--- config.mk ---
export PLATFORM = sky130hd
export DESIGN_NAME = wcc_isqrt
export DESIGN_NICKNAME = d
export VERILOG_FILES = /design/src/sv/wcc_isqrt.sv
export SDC_FILE = /design/constraint.sdc
export NUM_CORES = 2
export LEC_CHECK = 0
export BUFFER_PORTS_ARGS = -buffer_cell sky130_fd_sc_hd__buf_4
export CORE_MARGIN = 1
export CORE_UTILIZATION = 41
export CTS_BUF_LIST = sky130_fd_sc_hd__clkbuf_8
export DETAILED_ROUTE_END_ITERATION = 7
export SKIP_CTS_REPAIR_TIMING = 1
export SLEW_MARGIN = 20
export SYNTH_ARGS = -nofsm -noshare
export SYNTH_HDL_FRONTEND = slang
export SYNTH_SLANG_ARGS = --single-unit
export TNS_END_PERCENT = 100
--- constraint.sdc ---
create_clock -name clk -period 6.3 [get_ports clk]
set_input_delay 0.63 -clock clk [delete_from_list [all_inputs] [get_ports clk]]
set_output_delay 0.63 -clock clk [all_outputs]
set_load 0.02 [all_outputs]
--- src/sv/wcc_isqrt.sv ---
`timescale 1ns / 1ps

// Pipelined integer square root, one result bit per stage, several lanes
// sharing one valid bit and one sideband word.
module wcc_isqrt #(
  parameter int RAD_W = 48,
  parameter int LANES = 1,
  parameter int PAY_W = 1
) (
  input  logic                             clk,
  input  logic                             rst,
  input  logic                             in_valid,
  input  logic [LANES-1:0][RAD_W-1:0]      rad,
  input  logic [PAY_W-1:0]                 in_pay,
  output logic                             out_valid,
  output logic [LANES-1:0][RAD_W/2-1:0]    root,
  output logic [PAY_W-1:0]                 out_pay
);

  localparam int ROOT_W = RAD_W / 2;
  localparam int STAGES = ROOT_W;

  logic [RAD_W-1:0] rem_q [STAGES][LANES];
  logic [RAD_W-1:0] rem_next [STAGES][LANES];
  logic [RAD_W-1:0] acc_q [STAGES][LANES];
  logic [RAD_W-1:0] acc_next [STAGES][LANES];
  logic [PAY_W-1:0] pay_q [STAGES];
  logic [PAY_W-1:0] pay_next [STAGES];
  logic [STAGES-1:0] vld_q;
  logic [STAGES-1:0] vld_next;

  // Each stage tries one power of four against the running remainder.
  always_comb begin
    logic [RAD_W-1:0] rem_in;
    logic [RAD_W-1:0] acc_in;
    logic [RAD_W-1:0] bitv;
    logic [RAD_W:0]   trial;
    for (int i = 0; i < STAGES; i++) begin
      if (i == 0) begin
        vld_next[i] = in_valid;
        pay_next[i] = in_pay;
      end else begin
        vld_next[i] = vld_q[i-1];
        pay_next[i] = pay_q[i-1];
      end
      bitv = RAD_W'(1) << (2 * (STAGES - 1 - i));
      for (int l = 0; l < LANES; l++) begin
        if (i == 0) begin
          rem_in = rad[l];
          acc_in = '0;
        end else begin
          rem_in = rem_q[i-1][l];
          acc_in = acc_q[i-1][l];
        end
        trial = {1'b0, acc_in} + {1'b0, bitv};
        if ({1'b0, rem_in} >= trial) begin
          rem_next[i][l] = rem_in - trial[RAD_W-1:0];
          acc_next[i][l] = (acc_in >> 1) + bitv;
        end else begin
          rem_next[i][l] = rem_in;
          acc_next[i][l] = acc_in >> 1;
        end
      end
    end
  end

  always_ff @(posedge clk) begin
    if (rst) begin
      vld_q <= '0;
    end else begin
      vld_q <= vld_next;
    end
  end

  always_ff @(posedge clk) begin
    rem_q <= rem_next;
    acc_q <= acc_next;
    pay_q <= pay_next;
  end

  // The last stage holds the finished roots.
  always_comb begin
    for (int l = 0; l < LANES; l++) begin
      root[l] = acc_q[STAGES-1][l][ROOT_W-1:0];
    end
  end

  assign out_valid = vld_q[STAGES-1];
  assign out_pay   = pay_q[STAGES-1];

endmodule

==> out/metrics.cfg <==
[run_status]
status = finished clean

[floorplanning]
boundaryPins = 78
initial_core_util_pct = 41.4
fp.dieW_um = 364
dieArea_sq_um = 133000
coreArea_sq_um = 130000
die_y_um = 364
rows = 132

[layout]
utilization_pct = 47.8
fin_area_sq_um = 62200
area_growth_pct = 15.4
ff_latch_area_sq_um = 29100
drive_gt1_share_pct = 9.74
nets = 5942
layout.cells.non_filler = 7508
fill_cells = 12100
multi_input_area_sq_um = 23000

[place]
routabilityCongestion = 0.880
dp_hpwl_um = 97900
place_inst = 7033
postPlaceCellArea_sq_um = 56400
place_ws_ns = 2.41
port_buffers = 77

[timing]
finClkSkew_ns = 0.102
finalHoldViolations = 0
fin_setup_tns_ns = 0
fin_ws_ns = 2.34
final_max_slew_viol_count = 0
max_freq_mhz = 252
setup_viol = 0
min_period_over_period_pct = 62.9
slew_headroom_pct = 25.4
period_needed_ns = 3.96
tightest_slew_ns = 1.12
fin_hold_ws_ns = 0.0885
rsz0062_at_grt = false

[pwr]
finalPower_mw = 29.3
leakagePower_nw = 28.6
peakVddDrop_uv = 260
powerDensity_nw_per_um2 = 472

[yosys]
avgSynthCellArea_sq_um = 10.2
synthFlopType = dfxtp_1
netlist_instances = 5303
async_reset_ff_share_pct = 0
ys_ff_latch = 1452
synth_area_sq_um = 53900
synth-edff-count = 0
syn_nets = 5677
yosys_warnings = 0
ys_seq_area_share_pct = 54.0
synth_cell_types = 86

[detailed_routing]
drc_errors = 0
vias = 37800
ant_nets = 0
drt-total-wl_um = 128000
wire_per_inst_um = 17.0
dr.first_iter.drc_count = 2200
drt_first_pass_iters = 5
viasPerCell = 5.04

[cts]
cts_root_buffer = clkbuf_8
cts.sinks = 1452
cts_tree = built
path_clk_slew_ns = 0.06
clockBufferDepth = 3
cts_buffers = 225
cts_max_level = 4
clkLatencyLatePin_ns = 0.95

[global_route]
grt_util_all_layers_pct = 19.1
use_met1_pct = 22.1
antenna_found_initial = 2
grt_pass1_vias = 37900
grt.met3_usage_pct = 3.36
grtUsageMet2_pct = 34.9
grt_overflow = 0
grt_max_degree = 55
grt-busiest-layer = met2
grt_pass1_wl_um = 202000

[worst_setup_path]
path_cells = inv_1 -> ha_1 -> or3_1 -> o221a_2 -> a21oi_1 -> nand3_1 -> a41oi_1 -> o2111a_1 -> inv_1 -> mux2_2
cp-start-kind = flip-flop
cp_max_fo = 22
worst-path-buf-inv = 2
cp.required_ns = 7.04
cp.arrival_ns = 4.70
critPathMostFrequentCell = inv_1
end_kind = flip-flop
slowest_delay_ns = 0.64
setup.worst_path.class = flip-flop to flip-flop
slowest_stage = o2111a_1
critPathTopFamily = compound AO/OA/AOI/OAI gates

[hold_path]
hold_path.class = input port to flip-flop

[run]
drv_cap = 0

[cell usage after synthesis, types with 13 or more instances]
library cell	n	area share (%)
nor2b_1	65	0.75
o21a_1	59	0.82
nand2_1	303	2.1
nand3_1	80	0.74
o21bai_1	25	0.35
xnor2_1	224	3.6
a21oi_1	291	2.7
or3_1	63	0.73
o211ai_1	14	0.20
xor2_1	251	4.1
ha_1	322	7.5
and2_1	17	0.20
nor4_1	181	2.1
nor3_1	163	1.5
nor3b_1	13	0.18
nand4_1	83	0.96
or4_1	43	0.60
a21o_1	130	1.8
and3_1	21	0.24
nor2_1	335	2.3
inv_1	396	2.8
a31oi_1	25	0.29
o31ai_1	30	0.42
nor4b_1	19	0.31
dfxtp_1	1452	54
clkbuf_1	86	0.60
or2_2	26	0.30
o21ai_0	222	2.1
mux2i_1	13	0.24
mux2_2	39	0.82
a211oi_1	36	0.50
nand2b_1	63	0.73
[flip-flops by register name, summed over array words and instances, names as in the netlist]
name	cells
root	24
vld_q	24
rem_q	1104
acc_q	276
pay_next	23
out_pay	1
[layout make-up]
cell class	instances	area share, %
tap	1742	3.51
clock inverter	131	2.08
antenna	4	0.0161
sequential	1452	46.8
timing repair buffer	141	1.90
multi-input combinational	3352	36.9
inverter	396	2.39
clock buffer	290	6.42
[metal layers]
layer | part of all wire [%] | up-vias
li1 | - | 19000
met1 | 42 | 17800
met2 | 51 | 762
met3 | 4.0 | 270
met4 | 3.0 | 0
met5 | 0 | -
[layout by cell type (no fill, tap or decap), types with 43 or more instances in the layout]
master,netlist,final
dfxtp_1,1452,1452
inv_1,396,448
nor2_1,335,334
ha_1,322,322
nand2_1,303,303
a21oi_1,291,291
clkbuf_8,0,290
xor2_1,251,251
xnor2_1,224,224
o21ai_0,222,222
nor4_1,181,179
nor3_1,163,161
a21o_1,130,130
buf_4,0,91
nand4_1,83,83
nand3_1,80,80
nor2b_1,65,65
or3_1,63,63
nand2b_1,63,63
o21a_1,59,59
dlygate4sd3_1,0,50
or4_1,43,43
clkinv_2,0,43
[kinds of logic after synthesis]
group,count (synthesis),share of synthesized area [%]
simple gates,1536,14.9
flops,1452,54.0
compound gates,967,11.4
buf+inv,499,3.51
xor+xnor,475,7.72
fa+ha+maj,322,7.48
mux,52,1.06
[worst reg2reg max path: cells and delay by family (launching register included)]
family / cells / cell delay, ns
flops: 1 / 0.33
buf+inv: 2 / 0.56
fa+ha+maj: 1 / 0.22
simple gates: 2 / 0.57
mux: 1 / 0.41
compound gates: 4 / 1.70
[where the power goes]
part | switching (mW) | internal [mW] | total [mW]
registers | 1.77 | 11.3 | 13.1
clock network | 3.77 | 4.99 | 8.75
logic | 4.15 | 3.35 | 7.49
total | 9.68 | 19.6 | 29.3
[worst paths after layout]
kind	start	endpoint	slack [ns]	cells after the start
worst max register to register	acc_q[400]	rem_q[366]	2.34	10
worst min-delay path	rst	vld_q[9]	0.09	2
worst min register to register	acc_q[700]	acc_q[651]	0.31	0
worst max-delay path	acc_q[400]	rem_q[366]	2.34	10
(Power assumes the default switching activity.)
